[config.mk]
export PLATFORM = sky130hd
export DESIGN_NAME = stepper_ramp_sequencer_core
export DESIGN_NICKNAME = d
export VERILOG_FILES = /design/src/hw/rtl/srs_pkg.sv /design/src/hw/rtl/srs_apb_regs.sv /design/src/hw/rtl/srs_ctrl.sv /design/src/hw/rtl/srs_preload.sv /design/src/hw/rtl/stepper_ramp_sequencer_core.sv
export SDC_FILE = /design/constraint.sdc
export NUM_CORES = 1
export LEC_CHECK = 0
export BUFFER_PORTS_ARGS = -buffer_cell sky130_fd_sc_hd__buf_4
export CAP_MARGIN = 40
export CORE_MARGIN = 5
export CORE_UTILIZATION = 62
export CTS_BUF_LIST = sky130_fd_sc_hd__clkbuf_4
export CTS_CLUSTER_SIZE = 40
export DETAILED_ROUTE_END_ITERATION = 10
export MAX_ROUTING_LAYER = met4
export PLACE_DENSITY = 0.87
export SYNTH_ARGS = -nofsm -noshare
export SYNTH_HDL_FRONTEND = slang
export SYNTH_SLANG_ARGS = --single-unit
export TNS_END_PERCENT = 5
[constraint.sdc]
create_clock -name clk -period 6.9 [get_ports clk]
set_input_delay 0.69 -clock clk [delete_from_list [all_inputs] [get_ports clk]]
set_output_delay 0.69 -clock clk [all_outputs]
set_load 0.01 [all_outputs]
[src/hw/rtl/srs_pkg.sv]
`default_nettype none

package srs_pkg;

    // Field widths
    localparam int DELAY_W = 15;
    localparam int STEP_W  = 10;
    localparam int PLEN_W  = 8;
    localparam int COIL_W  = 4;
    localparam int PRE_W   = 8;

    // Register map: index of each register, byte address is 4 * index
    localparam int REG_IDX_W = 2;
    localparam logic [REG_IDX_W-1:0] REG_DELAY_MIN    = 2'd0;
    localparam logic [REG_IDX_W-1:0] REG_DELAY_MAX    = 2'd1;
    localparam logic [REG_IDX_W-1:0] REG_DELAY_STEP   = 2'd2;
    localparam logic [REG_IDX_W-1:0] REG_PHASE_LENGTH = 2'd3;

    // Register reset values
    localparam logic [DELAY_W-1:0] RST_DELAY_MIN    = 15'd512;
    localparam logic [DELAY_W-1:0] RST_DELAY_MAX    = 15'd4096;
    localparam logic [STEP_W-1:0]  RST_DELAY_STEP   = 10'd100;
    localparam logic [PLEN_W-1:0]  RST_PHASE_LENGTH = 8'd150;

    // State reset values and delay ceiling
    localparam logic [DELAY_W-1:0] RST_STEP_DELAY = 15'd4096;
    localparam logic [DELAY_W-1:0] DELAY_LIMIT    = 15'h7FFF;

    // Item kinds on the input tuser
    localparam logic FUNC_TICK   = 1'b0;
    localparam logic FUNC_BUTTON = 1'b1;

    // Default input clock of the timer being preloaded
    localparam int DEFAULT_CLOCK_HZ = 1000000;

    // Offset arithmetic: offset = floor(K * delay / 100000), K = clock / 1024.
    // 100000 = 32 * 3125: shift by 5, then divide by 3125 through a reciprocal.
    localparam int SAT_PRODUCT = 25600000;  // 256 * 100000, offset saturates here
    localparam int SAT_W       = 25;        // bits holding a product below saturation
    localparam int DIV_SHIFT   = 5;
    localparam int QUO_IN_W    = SAT_W - DIV_SHIFT;
    localparam int DIV_LO      = 3125;
    localparam int RECIP_SHIFT = 20;
    localparam int RECIP       = (1 << RECIP_SHIFT) / DIV_LO;
    localparam int RECIP_W     = 9;
    localparam int MQ_W        = QUO_IN_W + RECIP_W;

    typedef struct packed {
        logic [DELAY_W-1:0] delay_min;
        logic [DELAY_W-1:0] delay_max;
        logic [STEP_W-1:0]  delay_step;
        logic [PLEN_W-1:0]  phase_length;
    } cfg_t;

    // Full-step coil drive by step index
    function automatic logic [COIL_W-1:0] coil_of(input logic [1:0] idx);
        logic [COIL_W-1:0] pat;
        case (idx)
            2'd0:    pat = 4'h5;
            2'd1:    pat = 4'h9;
            2'd2:    pat = 4'hA;
            default: pat = 4'h6;
        endcase
        return pat;
    endfunction

endpackage

`default_nettype wire

[src/hw/rtl/srs_apb_regs.sv]
`default_nettype none

module srs_apb_regs
    import srs_pkg::*;
(
    input  wire logic                   clk,
    input  wire logic                   rst_n,
    input  wire logic                   psel,
    input  wire logic                   penable,
    input  wire logic                   pwrite,
    input  wire logic [REG_IDX_W+1:0]   paddr,
    input  wire logic [31:0]            pwdata,
    output logic      [31:0]            prdata,
    output logic                        pready,
    output cfg_t                        cfg
);

    cfg_t                 cfg_reg;
    logic                 wr_en;
    logic [REG_IDX_W-1:0] idx;

    assign pready = 1'b1;
    assign wr_en  = psel && penable && pwrite;
    assign idx    = paddr[REG_IDX_W+1:2];
    assign cfg    = cfg_reg;

    // Write the addressed register
    always_ff @(posedge clk or negedge rst_n)
    begin
        if (!rst_n)
        begin
            cfg_reg.delay_min    <= RST_DELAY_MIN;
            cfg_reg.delay_max    <= RST_DELAY_MAX;
            cfg_reg.delay_step   <= RST_DELAY_STEP;
            cfg_reg.phase_length <= RST_PHASE_LENGTH;
        end
        else if (wr_en)
        begin
            unique case (idx)
                REG_DELAY_MIN:    cfg_reg.delay_min    <= pwdata[DELAY_W-1:0];
                REG_DELAY_MAX:    cfg_reg.delay_max    <= pwdata[DELAY_W-1:0];
                REG_DELAY_STEP:   cfg_reg.delay_step   <= pwdata[STEP_W-1:0];
                REG_PHASE_LENGTH: cfg_reg.phase_length <= pwdata[PLEN_W-1:0];
                default:          ;
            endcase
        end
    end

    // Read back the addressed register
    always_comb
    begin
        unique case (idx)
            REG_DELAY_MIN:    prdata = 32'(cfg_reg.delay_min);
            REG_DELAY_MAX:    prdata = 32'(cfg_reg.delay_max);
            REG_DELAY_STEP:   prdata = 32'(cfg_reg.delay_step);
            REG_PHASE_LENGTH: prdata = 32'(cfg_reg.phase_length);
            default:          prdata = 32'd0;
        endcase
    end

endmodule

`default_nettype wire

[src/hw/rtl/srs_ctrl.sv]
`default_nettype none

module srs_ctrl
    import srs_pkg::*;
(
    input  wire logic               clk,
    input  wire logic               rst_n,
    input  wire logic               accept,
    input  wire logic               func,
    input  wire logic               button_pressed,
    input  wire cfg_t               cfg,
    output logic [DELAY_W-1:0]      step_delay,
    output logic [COIL_W-1:0]       coil_latch,
    output logic                    running
);

    logic [DELAY_W-1:0] step_delay_reg, step_delay_next;
    logic [1:0]         step_index_reg, step_index_next;
    logic [1:0]         motion_phase_reg, motion_phase_next;
    logic [PLEN_W-1:0]  tick_count_reg, tick_count_next;
    logic               run_flag_reg, run_flag_next;
    logic               press_armed_reg, press_armed_next;
    logic [COIL_W-1:0]  coil_latch_reg, coil_latch_next;

    logic [DELAY_W-1:0] ramp_delay;
    logic [DELAY_W:0]   rise_sum;
    logic               falling;

    assign falling  = (motion_phase_reg == 2'd0) || (motion_phase_reg == 2'd2);
    assign rise_sum = {1'b0, step_delay_reg} + (DELAY_W+1)'(cfg.delay_step);

    // Ramp the delay toward the limit of this phase
    always_comb
    begin
        if (falling)
        begin
            if (step_delay_reg > cfg.delay_min)
            begin
                if (step_delay_reg > DELAY_W'(cfg.delay_step))
                    ramp_delay = step_delay_reg - DELAY_W'(cfg.delay_step);
                else
                    ramp_delay = '0;
            end
            else
                ramp_delay = cfg.delay_min;
        end
        else
        begin
            if (step_delay_reg < cfg.delay_max)
            begin
                if (rise_sum > (DELAY_W+1)'(DELAY_LIMIT))
                    ramp_delay = DELAY_LIMIT;
                else
                    ramp_delay = rise_sum[DELAY_W-1:0];
            end
            else
                ramp_delay = cfg.delay_max;
        end
    end

    // Next state for a tick or a button sample
    always_comb
    begin
        step_delay_next   = step_delay_reg;
        step_index_next   = step_index_reg;
        motion_phase_next = motion_phase_reg;
        tick_count_next   = tick_count_reg;
        run_flag_next     = run_flag_reg;
        press_armed_next  = press_armed_reg;
        coil_latch_next   = coil_latch_reg;
        if (func == FUNC_TICK)
        begin
            if (run_flag_reg)
            begin
                step_delay_next = ramp_delay;
                coil_latch_next = coil_of(step_index_reg);
                if (!motion_phase_reg[1])
                    step_index_next = step_index_reg + 2'd1;
                else
                    step_index_next = step_index_reg - 2'd1;
                if (tick_count_reg != cfg.phase_length)
                    tick_count_next = tick_count_reg + 8'd1;
                else
                begin
                    motion_phase_next = motion_phase_reg + 2'd1;
                    tick_count_next   = '0;
                end
            end
        end
        else if (button_pressed)
        begin
            if (press_armed_reg)
            begin
                run_flag_next    = !run_flag_reg;
                press_armed_next = 1'b0;
                if (run_flag_reg)
                begin
                    step_delay_next   = cfg.delay_max;
                    motion_phase_next = '0;
                    tick_count_next   = '0;
                end
            end
        end
        else
            press_armed_next = 1'b1;
    end

    // Advance state on each accepted word
    always_ff @(posedge clk or negedge rst_n)
    begin
        if (!rst_n)
        begin
            step_delay_reg   <= RST_STEP_DELAY;
            step_index_reg   <= '0;
            motion_phase_reg <= '0;
            tick_count_reg   <= '0;
            run_flag_reg     <= 1'b1;
            press_armed_reg  <= 1'b1;
            coil_latch_reg   <= '0;
        end
        else if (accept)
        begin
            step_delay_reg   <= step_delay_next;
            step_index_reg   <= step_index_next;
            motion_phase_reg <= motion_phase_next;
            tick_count_reg   <= tick_count_next;
            run_flag_reg     <= run_flag_next;
            press_armed_reg  <= press_armed_next;
            coil_latch_reg   <= coil_latch_next;
        end
    end

    assign step_delay = step_delay_reg;
    assign coil_latch = coil_latch_reg;
    assign running    = run_flag_reg;

endmodule

`default_nettype wire

[src/hw/rtl/srs_preload.sv]
`default_nettype none

module srs_preload
    import srs_pkg::*;
#(
    parameter int CLOCK_HZ = DEFAULT_CLOCK_HZ
)
(
    input  wire logic               clk,
    input  wire logic               en,
    input  wire logic [DELAY_W-1:0] step_delay,
    output logic [PRE_W-1:0]        preload
);

    localparam int K  = CLOCK_HZ / 1024;
    localparam int KW = $clog2(K + 1);
    localparam int PW = (KW + DELAY_W > SAT_W) ? KW + DELAY_W : SAT_W;

    logic [PW-1:0]       prod;
    logic                sat_a;
    logic                sat_reg, sat2_reg;
    logic [QUO_IN_W-1:0] pq_reg, pq2_reg;
    logic [MQ_W-1:0]     mq;
    logic [PRE_W-1:0]    q0_reg;
    logic [QUO_IN_W-1:0] rem;
    logic [PRE_W-1:0]    quo;
    logic [PRE_W-1:0]    offset;

    // Scale the delay by the timer clock in kHz/1.024
    assign prod  = PW'(K) * PW'(step_delay);
    assign sat_a = prod >= PW'(SAT_PRODUCT);

    // Estimate the quotient by 3125, low by at most one
    assign mq = MQ_W'(pq_reg) * MQ_W'(RECIP);

    always_ff @(posedge clk)
    begin
        if (en)
        begin
            sat_reg  <= sat_a;
            pq_reg   <= prod[SAT_W-1:DIV_SHIFT];
            sat2_reg <= sat_reg;
            pq2_reg  <= pq_reg;
            q0_reg   <= mq[RECIP_SHIFT +: PRE_W];
        end
    end

    // Correct the estimate, saturate and form the preload
    assign rem     = pq2_reg - QUO_IN_W'(q0_reg) * QUO_IN_W'(DIV_LO);
    assign quo     = q0_reg + PRE_W'(rem >= QUO_IN_W'(DIV_LO));
    assign offset  = sat2_reg ? {PRE_W{1'b1}} : quo;
    assign preload = PRE_W'(~offset) + PRE_W'(1);

endmodule

`default_nettype wire

[src/hw/rtl/stepper_ramp_sequencer_core.sv]
// Stepper ramp sequencer: full-step coil driver with a speed ramp.
// Input stream (s_*): one word per event. s_tuser selects the kind: 0 is a
// step tick from the step timer, 1 is a button sample carrying the button
// level in s_tdata[0]. Every accepted word yields exactly one result word on
// the output stream (m_*): coil drive pattern, the 8-bit timer preload for the
// next tick, and the running flag.
// Registers on the APB port (delay_min, delay_max, delay_step, phase_length)
// are to be written by the user only while no word is in flight; the block does not enforce this.
// Throughput: one word per cycle unless the output stalls. An accepted word
// reaches m_tvalid through the registered state update, the delay-times-clock
// multiply, the reciprocal multiply for the divide by 100000, and the result
// register. Stall: when m_tvalid is high and m_tready low, the whole pipeline
// holds and s_tready drops in the same cycle; nothing is lost or repeated.
// Reset: registers take their defaults, delay 40.96 ms, motor running,
// pipeline empty. The first button press stops the motor.
`default_nettype none

module stepper_ramp_sequencer_core
    import srs_pkg::*;
#(
    parameter int CLOCK_HZ = DEFAULT_CLOCK_HZ
)
(
    input  wire logic                 clk,
    input  wire logic                 rst_n,
    // stream in
    input  wire logic                 s_tvalid,
    output logic                      s_tready,
    input  wire logic [7:0]           s_tdata,   // [0] button_pressed
    input  wire logic                 s_tuser,   // [0] func
    // stream out
    output logic                      m_tvalid,
    input  wire logic                 m_tready,
    output logic [15:0]               m_tdata,   // [3:0] coil_pattern,
                                                 // [11:4] timer_preload, [12] running
    // configuration
    input  wire logic                 psel,
    input  wire logic                 penable,
    input  wire logic                 pwrite,
    input  wire logic [REG_IDX_W+1:0] paddr,
    input  wire logic [31:0]          pwdata,
    output logic      [31:0]          prdata,
    output logic                      pready
);

    cfg_t               cfg;
    logic               adv;
    logic               accept;
    logic [DELAY_W-1:0] step_delay;
    logic [COIL_W-1:0]  coil_latch;
    logic               running;
    logic [PRE_W-1:0]   preload;

    logic               v1_reg, v2_reg, v3_reg, out_valid_reg;
    logic [COIL_W-1:0]  coil2_reg, coil3_reg;
    logic               run2_reg, run3_reg;
    logic [15:0]        out_data_reg;

    // Whole pipeline moves when the result register is free or being taken
    assign adv      = !out_valid_reg || m_tready;
    assign s_tready = adv;
    assign accept   = s_tvalid && adv;

    srs_apb_regs u_regs (
        .clk     (clk),
        .rst_n   (rst_n),
        .psel    (psel),
        .penable (penable),
        .pwrite  (pwrite),
        .paddr   (paddr),
        .pwdata  (pwdata),
        .prdata  (prdata),
        .pready  (pready),
        .cfg     (cfg)
    );

    srs_ctrl u_ctrl (
        .clk            (clk),
        .rst_n          (rst_n),
        .accept         (accept),
        .func           (s_tuser),
        .button_pressed (s_tdata[0]),
        .cfg            (cfg),
        .step_delay     (step_delay),
        .coil_latch     (coil_latch),
        .running        (running)
    );

    srs_preload #(
        .CLOCK_HZ (CLOCK_HZ)
    ) u_preload (
        .clk        (clk),
        .en         (adv),
        .step_delay (step_delay),
        .preload    (preload)
    );

    // Track valid words down the pipeline
    always_ff @(posedge clk or negedge rst_n)
    begin
        if (!rst_n)
        begin
            v1_reg        <= 1'b0;
            v2_reg        <= 1'b0;
            v3_reg        <= 1'b0;
            out_valid_reg <= 1'b0;
        end
        else if (adv)
        begin
            v1_reg        <= accept;
            v2_reg        <= v1_reg;
            v3_reg        <= v2_reg;
            out_valid_reg <= v3_reg;
        end
    end

    // Carry coil and running alongside the preload arithmetic
    always_ff @(posedge clk)
    begin
        if (adv)
        begin
            coil2_reg    <= coil_latch;
            run2_reg     <= running;
            coil3_reg    <= coil2_reg;
            run3_reg     <= run2_reg;
            out_data_reg <= {3'b000, run3_reg, preload, coil3_reg};
        end
    end

    assign m_tvalid = out_valid_reg;
    assign m_tdata  = out_data_reg;

endmodule

`default_nettype wire

* Word-level counts from Yosys, hierarchy flattened
Index checks and enable logic that the tools add are counted.
Word-level totals: memories kept 0, register bits after elaboration 158, output and inout bits 51, latch bits 0, bits in writable memories 0, input port bits 52, word-level logic and storage cells 103, memory bits (read-only) 0
Operators by class: multiply operators 3, bitwise operators 2, multiplexer cells 27, $lt $le $gt $ge 6, div/mod/pow operators 0, shift-type cells 0, reduce and logical (&&, ||, !) cells 20, $add $sub $neg 9, equality and inequality tests 11
Operators with widths (count):
- 15-bit 2-to-1 mux | 10
- 32-bit one-hot mux with 4 select lines | 1
- 8-bit 2-to-1 mux | 7
- 20-bit by 9-bit multiplier with 28-bit output (second input constant) | 1
- 25-bit >= comparator (second input constant) | 1
- 6-bit by 15-bit multiplier with 21-bit output (first input constant) | 1
- 20-bit by 12-bit >= comparator with 1-bit output (second input constant) | 1
- 8-bit by 12-bit multiplier with 20-bit output (second input constant) | 1
- 20-bit subtractor | 1
- 15-bit by 10-bit adder with 16-bit output | 1
- 8-bit by 1-bit adder with 8-bit output (second input constant) | 2
- 16-bit by 15-bit > comparator with 1-bit output (second input constant) | 1
- 15-bit by 10-bit > comparator with 1-bit output | 1
- 15-bit > comparator | 1
- 15-bit less-than comparator | 1
- 15-bit by 10-bit subtractor with 15-bit output | 1
- 2-bit 2-to-1 mux | 7
- 4-bit one-hot mux with 3 select lines | 1
- 2-bit AND reduction | 5
- 8-bit by 1-bit adder with 8-bit output | 1
- 2-bit equality test (second input constant) | 4
- 8-bit != test | 1
- 8-bit inverter | 1
- 2-bit zero test | 3
- other kinds (15) | 23

* Depth between registers and ports, before layout
Gate-level depths: netlist of the first run.
depth in word-level cells 7, gate-level depth with buffers 27, depth with buffers taken out 26

* By module
Synthesis of the first run repeated with hierarchy kept, for this count alone.
Second synthesis, totals: cell total of the unflattened synthesis 1624, area total of the unflattened synthesis 16768.6 um^2
By module, submodules not included:
- srs_preload | instances 1, area an instance 9292.7 um^2, seq. area each 1501.4 um^2, cells an instance 890
- srs_ctrl | instances 1, area an instance 4237.8 um^2, seq. area each 829.5 um^2, cells an instance 540
- srs_apb_regs | instances 1, area an instance 2338.5 um^2, seq. area each 1212.4 um^2, cells an instance 156
- stepper_ramp_sequencer_core | instances 1, area an instance 899.6 um^2, seq. area each 790.8 um^2, cells an instance 38

* Worst setup path before layout of the first run
OpenSTA, ideal clock, no wires.
path kind register to register, start point reg u_preload.q0_reg[1], end point reg out_data_reg[11] (netlist: m_tdata[11]) (data pin), slack 1.046 ns, data arrival time 5.583 ns, data required time 6.629 ns, cell stages (with the launch flop) 25, period minus slack after synthesis 5.854 ns, library setup time 0.271 ns, buffers on the path 1, cells stage by stage edfxtp_1 -> clkbuf_1 -> inv_1 -> fa_1 -> fa_1 -> inv_1 -> ha_1 -> fa_1 -> inv_1 -> ha_1 -> a21oi_1 -> nor2_1 -> a211oi_1 -> a31oi_1 -> a221o_1 -> o22ai_1 -> o211ai_1 -> or3_1 -> ha_1 -> nand3_1 -> xnor2_1 -> nor2_1 -> nand4_1 -> nor4_1 -> xor2_1
On the way: word-level cells in the longest chain between the ends 7
Ends and longest elaborated chain:
- start, declared | RTL line srs_preload.sv:24 | logic [PRE_W-1:0] q0_reg;
- start signal, assigned | RTL line srs_preload.sv:44 | q0_reg <= mq[RECIP_SHIFT +: PRE_W];
- 8-bit by 12-bit multiplier with 20-bit output | RTL line srs_preload.sv:49 | assign rem = pq2_reg - QUO_IN_W'(q0_reg) * QUO_IN_W'(DIV_LO);
- 20-bit subtractor | RTL line srs_preload.sv:49
- 20-bit by 12-bit >= comparator with 1-bit output | RTL line srs_preload.sv:50 | assign quo = q0_reg + PRE_W'(rem >= QUO_IN_W'(DIV_LO));
- 8-bit by 1-bit adder with 8-bit output * | RTL line srs_preload.sv:50
- 8-bit 2-to-1 mux * | RTL line srs_preload.sv:51 | assign offset = sat2_reg ? {PRE_W{1'b1}} : quo;
- 8-bit inverter * | RTL line srs_preload.sv:52 | assign preload = PRE_W'(~offset) + PRE_W'(1);
- 8-bit by 1-bit adder with 8-bit output * | RTL line srs_preload.sv:52
- named net preload[7] | RTL line stepper_ramp_sequencer_core.sv:52 | logic [PRE_W-1:0] preload;
- end signal, assigned | RTL line stepper_ramp_sequencer_core.sv:126 | out_data_reg <= {3'b000, run3_reg, preload, coil3_reg};
- end, declared | RTL line stepper_ramp_sequencer_core.sv:57 | logic [15:0] out_data_reg;
Mark *: on every way through the listed nets, which the timed path passes. The rest lies on a longest branch. A chain may end at the register's enable or synchronous reset.

* Final worst setup path of the first run
start point reg u_preload.q0_reg[3], end point reg out_data_reg[11] (netlist: m_tdata[11]) (data pin)
The elaborated chain is that of the path after synthesis.

==> results of run 1 <==
final timing paths:
check	to	slack [ps]
min in group asynchronous	u_ctrl.tick_count_reg[3]$_DFFE_PN0P_	480
worst min register to register	m_tdata[12]$_DFFE_PN_	440
max in group asynchronous	u_regs.cfg[27]$_DFFE_PN0P_	5300
worst max-delay path	m_tdata[11]$_DFFE_PN_	500
worst min-delay path	u_ctrl.press_armed_reg$_DFFE_PN1P_	270
worst max register to register	m_tdata[11]$_DFFE_PN_	500
placed cells by master, fill, tap and decap left out, types with 20 or more instances in the layout:
| cell | instances |
|---|---|
| a21oi_1 | 65 |
| buf_4 | 68 |
| conb_1 | 21 |
| dfrtp_1 | 73 |
| edfxtp_1 | 73 |
| fa_1 | 135 |
| ha_1 | 257 |
| inv_1 | 269 |
| mux2_2 | 28 |
| nand2_1 | 89 |
| nand3_1 | 29 |
| nor2_1 | 82 |
| nor3_1 | 20 |
| o21ai_0 | 70 |
| xnor2_1 | 46 |
| xor2_1 | 24 |
area by class of cell:
cell class	count	area (um^2)
Multi-Input combinational cell	1146	10780
Fill cell	1918	8572
Sequential cell	158	4334
Inverter	269	1010
Timing Repair Buffer	71	551.8
Tap cell	335	419.2
Clock inverter	15	186.4
Clock buffer	17	127.6
Antenna cell	1	2.502
logic make-up after synthesis:
logic type / share of synthesized area (%)
compound gates: 12.54
xor+xnor: 3.755
fa+ha+maj: 36.25
buf+inv: 7.962
flops: 26.55
mux: 3.862
other cells: 0.04600
simple gates: 9.043
metrics by stage:
stage	hold slack [ps]	cell area [um^2]	util [%]	cells
3_3_place_gp	400.7	17040	65.58	1974
5_1_grt	241.2	17410	67.01	2012
3_5_place_dp	404.5	17080	65.74	1977
6_report	269.4	17410	67.01	2012
2_1_floorplan	394.4	16400	-	1628
4_1_cts	248.1	17410	66.99	2010
metal layers:
| layer | global-route usage [%] | vias up |
|---|---|---|
| met4 | 9.023 | 0 |
| met3 | 3.109 | 99 |
| met2 | 46.12 | 366 |
| met1 | 31.27 | 5835 |
| met5 | - | - |
| li1 | - | 5619 |
worst max-delay path, delay by kind of cell (launching register included):
kind,cells,cell delay [ps]
and+or+nand+nor,7,1440
DFF,1,590
adders and majority gates,6,2620
buffers and inverters,3,150
xor gates and xnor gates,2,170
AOI/OAI and AO/OA,5,1230
timing repair:
item | in CTS | in global routing
setup endpoints to repair | 0 | 0
hold buffers | 1 | 0
endpoints found under the hold margin | 27 | 0
buffers inserted | 0 | 0
==> flow_metrics.py, run 1 <==
metrics = {
    "cts": {
        "cts_resized": 0,
        "cts.clk_slew.worst_paths_ps": 180,
        "ctsLongestPathBuffers": 2,
        "cts_root_buffer": "clkbuf_4",
        "tritoncts": "built",
        "numClockSinks": 158,
        "clock_latency_ps": 630,
        "numCtsBuffers": 17,
        "htreeDepth": 4,
    },
    "yosys": {
        "synth_edf_count": 73,
        "synth.yosys.seq_area_share_pct": 26.55,
        "yosysWarnings": 0,
        "synth_ff_type": "edfxtp_1",
        "synthCells": 1609,
        "synth_top_area_share_pct": 19.69,
        "ys_types": 82,
        "yosysTopAreaCell": "ha_1",
        "ys_async_sr_fraction_pct": 53.80,
        "synth.most_common_cell": "inv_1",
        "synth_area_mm2": 0.01633,
        "synth_common_cells": "inv_1, ha_1, fa_1",
        "synth_area_leaders": "ha_1, fa_1, edfxtp_1",
        "yosys_register_bits": 158,
        "avgSynthCellArea_um2": 10.15,
    },
    "grt": {
        "grt_pass1_vias": 12568,
        "grt_max_degree": 73,
        "grt_overflow": 0,
        "grt_pass1_wl_um": 60470,
        "grt.total_usage_pct": 26.18,
        "antenna_found_initial": 1,
    },
    "critical_path": {
        "r2r_start": "u_preload.q0_reg[3]$_DFFE_PN_",
        "worst-path-max-fanout": 6,
        "slowest_delay_ps": 590,
        "critPathCaptureType": "flip-flop",
        "crit_chain": "ha_1 > fa_1 > inv_1 > fa_1 > inv_1 > fa_1 > inv_1 > ha_1 > nand2_1 > nor2_1 > a211oi_1 > a31oi_1 > a221o_1 > o22ai_1 > o211ai_1 > or3_1 > ha_1 > nand3_1 > xnor2_1 > nor2_1 > nand4_1 > nor4_1 > xor2_1",
        "reg2regPathDepth": 23,
        "cpMaxStageDelayCell": "edfxtp_1",
        "worst_ep_arrival_time_ps": 6790,
        "worstSetupStartpoint": "u_preload.q0_reg[3]$_DFFE_PN_",
        "cp-start-kind": "flip-flop",
        "required_ps": 7290,
        "crit_type": "reg -> reg",
    },
    "die": {
        "core-area_mm2": 0.02598,
        "fp-row-count": 59,
        "die_area_mm2": 0.02968,
        "ios": 103,
        "die_h_um": 172.3,
        "chipWidth_um": 172.3,
        "initial_core_util_pct": 62.83,
    },
    "flow_run": {
        "cap_violations": 0,
    },
    "timing": {
        "tns_ps": 0,
        "period_share_pct": 92.79,
        "period_needed_ps": 6403,
        "rsz0062_at_grt": "no",
        "max_slew_margin_pct": 43.94,
        "hold_viol": 0,
        "setup_ws_ps": 497.5,
        "setup_violations": 0,
        "drv_slew": 0,
        "worst_pin_slew_ps": 819.7,
        "clock_skew_ps": 49.45,
        "fmax_mhz": 156.2,
    },
    "final_layout": {
        "largest_reg_flops": 48,
        "nNetsFinal": 2107,
        "syn_to_final_growth_pct": 6.652,
        "drive_gt1_share_pct": 10.38,
    },
    "placed_design": {
        "place_congestion": 0.9543,
        "place_hpwl_um": 28920,
        "pre_cts_slack_ps": 545.7,
        "io_buffers": 55,
    },
    "routing": {
        "wl_met2_um": 18440,
        "m1WireLength_um": 14440,
        "dr.pass1.iters": 5,
        "drt-total-wl_um": 35740,
        "antenna_left": 0,
        "routed.top_layer": "met4",
        "num_vias": 11919,
        "drc": 0,
        "avgViaCountPerCell": 5.924,
        "drt-initial-drc-count": 703,
        "met3_length_um": 1551,
        "wire_per_inst_um": 17.76,
    },
    "hold_path": {
        "holdPathStages": 2,
        "min-delay-start": "s_tdata[0]",
        "hold_path.class": "in -> reg",
    },
    "outcome": {
        "outcome": "completed",
    },
}
Power of run 1 is left out: the tool's default activity adds up to more than one toggle a clock period on the data nets, which glitch-free logic cannot reach.
==> inputs of run 2 (changes only) <==
--- a/config.mk
+++ b/config.mk
@@ -7,13 +7,14 @@
 export LEC_CHECK = 0
 export BUFFER_PORTS_ARGS = -buffer_cell sky130_fd_sc_hd__buf_4
 export CAP_MARGIN = 40
-export CORE_MARGIN = 5
+export CORE_MARGIN = 3
 export CORE_UTILIZATION = 62
 export CTS_BUF_LIST = sky130_fd_sc_hd__clkbuf_4
 export CTS_CLUSTER_SIZE = 40
 export DETAILED_ROUTE_END_ITERATION = 10
 export MAX_ROUTING_LAYER = met4
 export PLACE_DENSITY = 0.87
+export SKIP_CTS_REPAIR_TIMING = 1
 export SYNTH_ARGS = -nofsm -noshare
 export SYNTH_HDL_FRONTEND = slang
 export SYNTH_SLANG_ARGS = --single-unit
==> run 2 against run 1 <==
  * First-iteration DRC count up 38%
  * Non-clock buffer count is 4 lower
  * Critical path type unchanged
  * Clock skew barely moved
  * Critical path depth stayed put
  * Flip-flop and latch count unchanged
  * Worst hold slack got worse by 76 ps
  * Worst setup slack worse by 44 ps
  * Die area shrank 4.6%
  * Maximum frequency fell by 0.68%
  * Highest routed layer unchanged
  * Routed wire length decreased by 2.6%
==> flow_metrics.py, run 2 (synthesis results as in run 1) <==
metrics = {
    "outcome": {
        "outcome": "completed",
    },
    "cts": {
        "cts.clk_slew.worst_paths_ps": 200,
        "tritoncts": "built",
        "cts_root_buffer": "clkbuf_4",
        "numCtsBuffers": 17,
        "ctsLongestPathBuffers": 2,
        "numClockSinks": 158,
        "htreeDepth": 4,
        "clock_latency_ps": 630,
    },
    "grt": {
        "grt.total_usage_pct": 26.24,
        "grt_max_degree": 66,
        "met3_usage_pct": 2.677,
        "grt_pass1_vias": 12576,
        "grt_pass1_wl_um": 59030,
        "antenna_found_initial": 1,
        "grt.busiest_layer": "met2",
        "gr-usage-met2_pct": 46.64,
        "grtUsageMet1_pct": 30.35,
        "grt_overflow": 0,
    },
    "timing": {
        "clock_skew_ps": 49.40,
        "setup_ws_ps": 453.8,
        "worst_pin_slew_ps": 837.5,
        "tns_ps": 0,
        "setup_violations": 0,
        "period_needed_ps": 6446,
        "hold_viol": 0,
        "max_slew_margin_pct": 42.72,
        "fmax_mhz": 155.1,
        "rsz0062_at_grt": "no",
        "period_share_pct": 93.42,
        "drv_slew": 0,
    },
    "die": {
        "die_h_um": 168.3,
        "die_area_mm2": 0.02832,
        "fp-row-count": 58,
        "core-area_mm2": 0.02554,
        "initial_core_util_pct": 63.92,
        "chipWidth_um": 168.3,
        "ios": 103,
    },
    "critical_path": {
        "regToRegEndpoint": "m_tdata[11]$_DFFE_PN_",
        "r2r_setup_slack_ps": 450,
        "cp-start-kind": "flip-flop",
        "reg2regPathDepth": 23,
        "r2r_start": "u_preload.q0_reg[4]$_DFFE_PN_",
        "required_ps": 7260,
        "crit_chain": "ha_1 > fa_1 > inv_1 > fa_1 > inv_1 > fa_1 > inv_1 > ha_1 > nand2_1 > nor2_1 > a211oi_1 > a31oi_1 > a221o_1 > o22ai_1 > o211ai_1 > or3_1 > ha_1 > nand3_1 > xnor2_1 > nor2_1 > nand4_1 > nor4_1 > xor2_1",
        "critPathCaptureType": "flip-flop",
        "worst-path-max-fanout": 7,
        "worst_ep_arrival_time_ps": 6810,
        "cpMaxStageDelayCell": "edfxtp_1",
        "crit_type": "reg -> reg",
        "slowest_delay_ps": 590,
    },
    "hold_path": {
        "min-delay-start": "s_tdata[0]",
        "whs_endpoint": "u_ctrl.press_armed_reg$_DFFE_PN1P_",
        "holdPathStages": 2,
        "hold_path.class": "in -> reg",
    },
    "final_layout": {
        "layout_commonest_cell": "inv_1",
        "largest_reg_flops": 48,
        "syn_to_final_growth_pct": 6.223,
        "utilization_pct": 67.89,
        "nNetsFinal": 2103,
        "fill_cells": 1901,
        "final-seq-area_mm2": 0.004334,
        "multi_input_area_mm2": 0.01078,
        "drive_gt1_share_pct": 10.23,
        "postLayoutCellArea_mm2": 0.01734,
        "layout_common_cells": "inv_1, ha_1, fa_1, nand2_1, nor2_1",
    },
    "routing": {
        "avgViaCountPerCell": 5.914,
        "drc": 0,
        "num_vias": 11846,
        "drt-total-wl_um": 34800,
        "antenna_left": 0,
        "drt-initial-drc-count": 971,
        "wire_per_inst_um": 17.37,
        "dr.pass1.iters": 6,
    },
    "flow_run": {
        "cap_violations": 0,
    },
    "placed_design": {
        "place_congestion": 0.9476,
        "io_buffers": 55,
        "pre_cts_slack_ps": 497.6,
        "place_area_mm2": 0.01703,
        "place_hpwl_um": 28140,
    },
}
## run 2: cell types whose count changed in the layout (fill, tap and decap cells not counted), sizes merged
cell,previous run,this run
buf,69,66
clkbuf,18,17
clkinv,7,5
clkinvlp,0,1
inv,277,278
## run 2: layout make-up
| type | instances | area share, % |
|---|---|---|
| Multi-Input combinational cell | 1146 | 62.17 |
| Sequential cell | 158 | 24.99 |
| Inverter | 269 | 5.822 |
| Timing Repair Buffer | 67 | 2.915 |
| Tap cell | 330 | 2.381 |
| Clock inverter | 15 | 0.9740 |
| Clock buffer | 17 | 0.7359 |
| Antenna cell | 1 | 0.01443 |
## run 2: layer usage
layer  routed length (um)  share of wire (%)
met1                13900                 40
met2                18200                 52
met3                 1422                4.1
met4                 1276                3.7
met5                    0                  0
## run 2: worst max path at each step
| stage | from | end | slack [ps] | cells after the start |
|---|---|---|---|---|
| 2_1_floorplan | u_preload.q0_reg[1]$_DFFE_PN_ | m_tdata[11]$_DFFE_PN_ | 1050 | 24 |
| 3_3_place_gp | u_preload.q0_reg[3]$_DFFE_PN_ | m_tdata[11]$_DFFE_PN_ | 650 | 23 |
| 3_5_place_dp | u_preload.q0_reg[3]$_DFFE_PN_ | m_tdata[11]$_DFFE_PN_ | 500 | 23 |
| 4_1_cts | u_preload.q0_reg[3]$_DFFE_PN_ | m_tdata[11]$_DFFE_PN_ | 480 | 23 |
| 5_1_grt | u_preload.q0_reg[4]$_DFFE_PN_ | m_tdata[11]$_DFFE_PN_ | 60 | 23 |
| 6_report | u_preload.q0_reg[4]$_DFFE_PN_ | m_tdata[11]$_DFFE_PN_ | 450 | 23 |
## run 2: stage by stage
stage               hold slack [ps]  instances
floorplan                     394.4       1628
global placement              402.6       1967
detailed placement            405.4       1969
CTS                          -58.72       2001
global route                  194.9       2003
finish                        193.8       2003
## run 2: critical path: cells and delay by family, from the launching register on
kind                       cells  cell delay [ps]
AOI/OAI and AO/OA              5             1230
and+or+nand+nor                7             1430
buffers and inverters          3              160
xor gates and xnor gates       2              180
adders and majority gates      6             2610
DFF                            1              590
Power of run 2 is left out for the same reason.
==> inputs of run 3 (changes only) <==
--- a/config.mk
+++ b/config.mk
@@ -5,6 +5,7 @@
 export SDC_FILE = /design/constraint.sdc
 export NUM_CORES = 1
 export LEC_CHECK = 0
+export ABC_AREA = 1
 export BUFFER_PORTS_ARGS = -buffer_cell sky130_fd_sc_hd__buf_4
 export CAP_MARGIN = 40
 export CORE_MARGIN = 3
==> run 3 against run 2 <==
  * Sequential share of layout area is 2.1 points lower
  * Worst setup slack gained 460 ps
  * Core utilization down 0.77 points
  * Global-route usage is 2.6 points higher
  * Critical endpoint unchanged
  * Worst hold slack worse by 170 ps
  * Via count grew 25%
  * Die area up 9.5%
  * Non-clock buffer count decreased by 9
  * Synthesized cell count increased by 42%
  * First-iteration DRC count grew 4.7%
  * Area after synthesis grew 9.8%
==> flow_metrics.py, run 3 <==
metrics = {
    "outcome": {
        "outcome": "completed",
    },
    "grt": {
        "grt_overflow": 0,
        "grt_max_degree": 55,
        "grt_pass1_wl_um": 70790,
        "grt_pass1_vias": 14942,
        "grt.total_usage_pct": 28.82,
        "antenna_found_initial": 1,
    },
    "final_layout": {
        "largest_reg_flops": 48,
        "layout_commonest_cell": "nand2_1",
        "drive_gt1_share_pct": 5.432,
        "layout_common_cells": "nand2_1, inv_1, ha_1, fa_1, nor2_1",
        "syn_to_final_growth_pct": 5.429,
        "fill_cells": 2279,
        "nNetsFinal": 2769,
    },
    "cts": {
        "cts.clk_slew.worst_paths_ps": 190,
        "htreeDepth": 4,
        "cts_root_buffer": "clkbuf_4",
        "numCtsBuffers": 17,
        "ctsLongestPathBuffers": 2,
        "tritoncts": "built",
        "numClockSinks": 158,
        "clock_latency_ps": 590,
    },
    "die": {
        "chipWidth_um": 176.1,
        "fp-row-count": 61,
        "initial_core_util_pct": 63.66,
        "core-area_mm2": 0.02816,
        "ios": 103,
        "die_h_um": 176.1,
        "die_area_mm2": 0.03100,
    },
    "yosys": {
        "synth.yosys.seq_area_share_pct": 24.17,
        "synth_area_mm2": 0.01793,
        "avgSynthCellArea_um2": 7.860,
        "ys_types": 54,
        "synth.most_common_cell": "nand2_1",
        "synth_top_area_share_pct": 17.93,
        "synth_common_cells": "nand2_1, inv_1, ha_1",
        "synth_ff_type": "edfxtp_1",
        "synthCells": 2281,
        "yosys_register_bits": 158,
        "synth_area_leaders": "ha_1, fa_1, nand2_1",
        "yosysWarnings": 0,
        "synth_edf_count": 73,
        "ys_async_sr_fraction_pct": 53.80,
        "yosysTopAreaCell": "ha_1",
    },
    "timing": {
        "tns_ps": 0,
        "period_needed_ps": 5982,
        "drv_slew": 0,
        "period_share_pct": 86.70,
        "max_slew_margin_pct": 38.40,
        "fmax_mhz": 167.2,
        "worst_pin_slew_ps": 921.8,
        "rsz0062_at_grt": "no",
        "hold_viol": 0,
        "setup_violations": 0,
        "clock_skew_ps": 39.17,
    },
    "critical_path": {
        "slowest_delay_ps": 540,
        "critPathCaptureType": "flip-flop",
        "cp-start-kind": "flip-flop",
        "crit_type": "reg -> reg",
        "reg2regPathDepth": 29,
        "worst-path-max-fanout": 7,
        "crit_path_frequent_cell": "nand2_1",
        "cpMaxStageDelayCell": "edfxtp_1",
        "required_ps": 7220,
        "worst_ep_arrival_time_ps": 6300,
    },
    "routing": {
        "avgViaCountPerCell": 5.449,
        "drt-initial-drc-count": 1017,
        "dr.pass1.iters": 5,
        "wire_per_inst_um": 15.54,
        "drt-total-wl_um": 42230,
        "drc": 0,
        "num_vias": 14804,
        "antenna_left": 0,
    },
    "flow_run": {
        "cap_violations": 0,
    },
    "hold_path": {
        "hold_path.class": "in -> async",
    },
    "placed_design": {
        "io_buffers": 55,
        "place_congestion": 1.034,
        "place_hpwl_um": 34860,
    },
}
## run 3: cell types whose count changed after synthesis, sizes merged, moves of 16 or more
| cell | delta |
|---|---|
| xnor2 | -30 |
| nand2b | -17 |
| nand2 | +499 |
| a21oi | +43 |
| o21ai | +46 |
| nor2 | +51 |
| xor2 | +25 |
| mux2 | -29 |
| inv | +201 |
| a21o | -16 |
| nand3 | +61 |
## run 3: worst max-delay path: cells and delay by family (launching register included)
family          cells  cell delay (ps)
fa+ha+maj           6             2540
simple gates       16             1950
flops               1              540
compound gates      1              300
buf+inv             5              270
xor+xnor            1              140
## run 3: logic make-up after synthesis
family          synth area share [%]
other cells                  0.04189
compound gates                 7.858
simple gates                   20.13
xor+xnor                       3.175
buf+inv                        11.62
fa+ha+maj                      33.01
flops                          24.17
## run 3: worst paths after layout
path,startpoint,end,slack [ps]
worst min-delay path,rst_n,u_regs.cfg[6]$_DFFE_PN0P_,30
worst max register to register,u_preload.q0_reg[3]$_DFFE_PN_,m_tdata[11]$_DFFE_PN_,920
worst max-delay path,u_preload.q0_reg[3]$_DFFE_PN_,m_tdata[11]$_DFFE_PN_,920
max in group asynchronous,rst_n,u_ctrl.running$_DFFE_PN1P_,6170
worst min register to register,run3_reg$_DFFE_PN_,m_tdata[12]$_DFFE_PN_,440
min in group clk,pwdata[12],u_regs.cfg[30]$_DFFE_PN1P_,350
## run 3: area by class of cell
| cell class | instances | area (um^2) | share of cell area, % |
|---|---|---|---|
| Multi-Input combinational cell | 1619 | 11580 | 61.28 |
| Sequential cell | 158 | 4334 | 22.93 |
| Clock buffer | 18 | 135.1 | 0.7149 |
| Clock inverter | 14 | 148.9 | 0.7877 |
| Timing Repair Buffer | 58 | 455.4 | 2.409 |
| Tap cell | 378 | 473.0 | 2.502 |
| Antenna cell | 1 | 2.502 | 0.01324 |
| Inverter | 471 | 1770 | 9.366 |
## run 3: metal layers
layer  wire length, um  up-vias  track usage, %
met5                 0        -               -
met4              1288        0           9.634
met3              2254       98           3.527
met2             21500      493           50.83
met1             17180     7001           34.34
li1                  -     7212               -
## run 3: stage by stage
step / utilization, % / instance area (um^2) / hold slack, ps / cells / worst slack (ps)
6_report: 67.12 / 18900 / 28.51 / 2717 / 918.0
5_1_grt: 67.12 / 18900 / 12.02 / 2717 / 335.9
4_1_cts: 67.11 / 18900 / 15.68 / 2716 / 964.6
3_5_place_dp: 66.10 / 18620 / 404.5 / 2684 / 995.0
3_3_place_gp: 66.00 / 18590 / 407.5 / 2683 / 1055
2_1_floorplan: - / 18000 / 394.4 / 2300 / 1616
Power of run 3 is left out for the same reason.
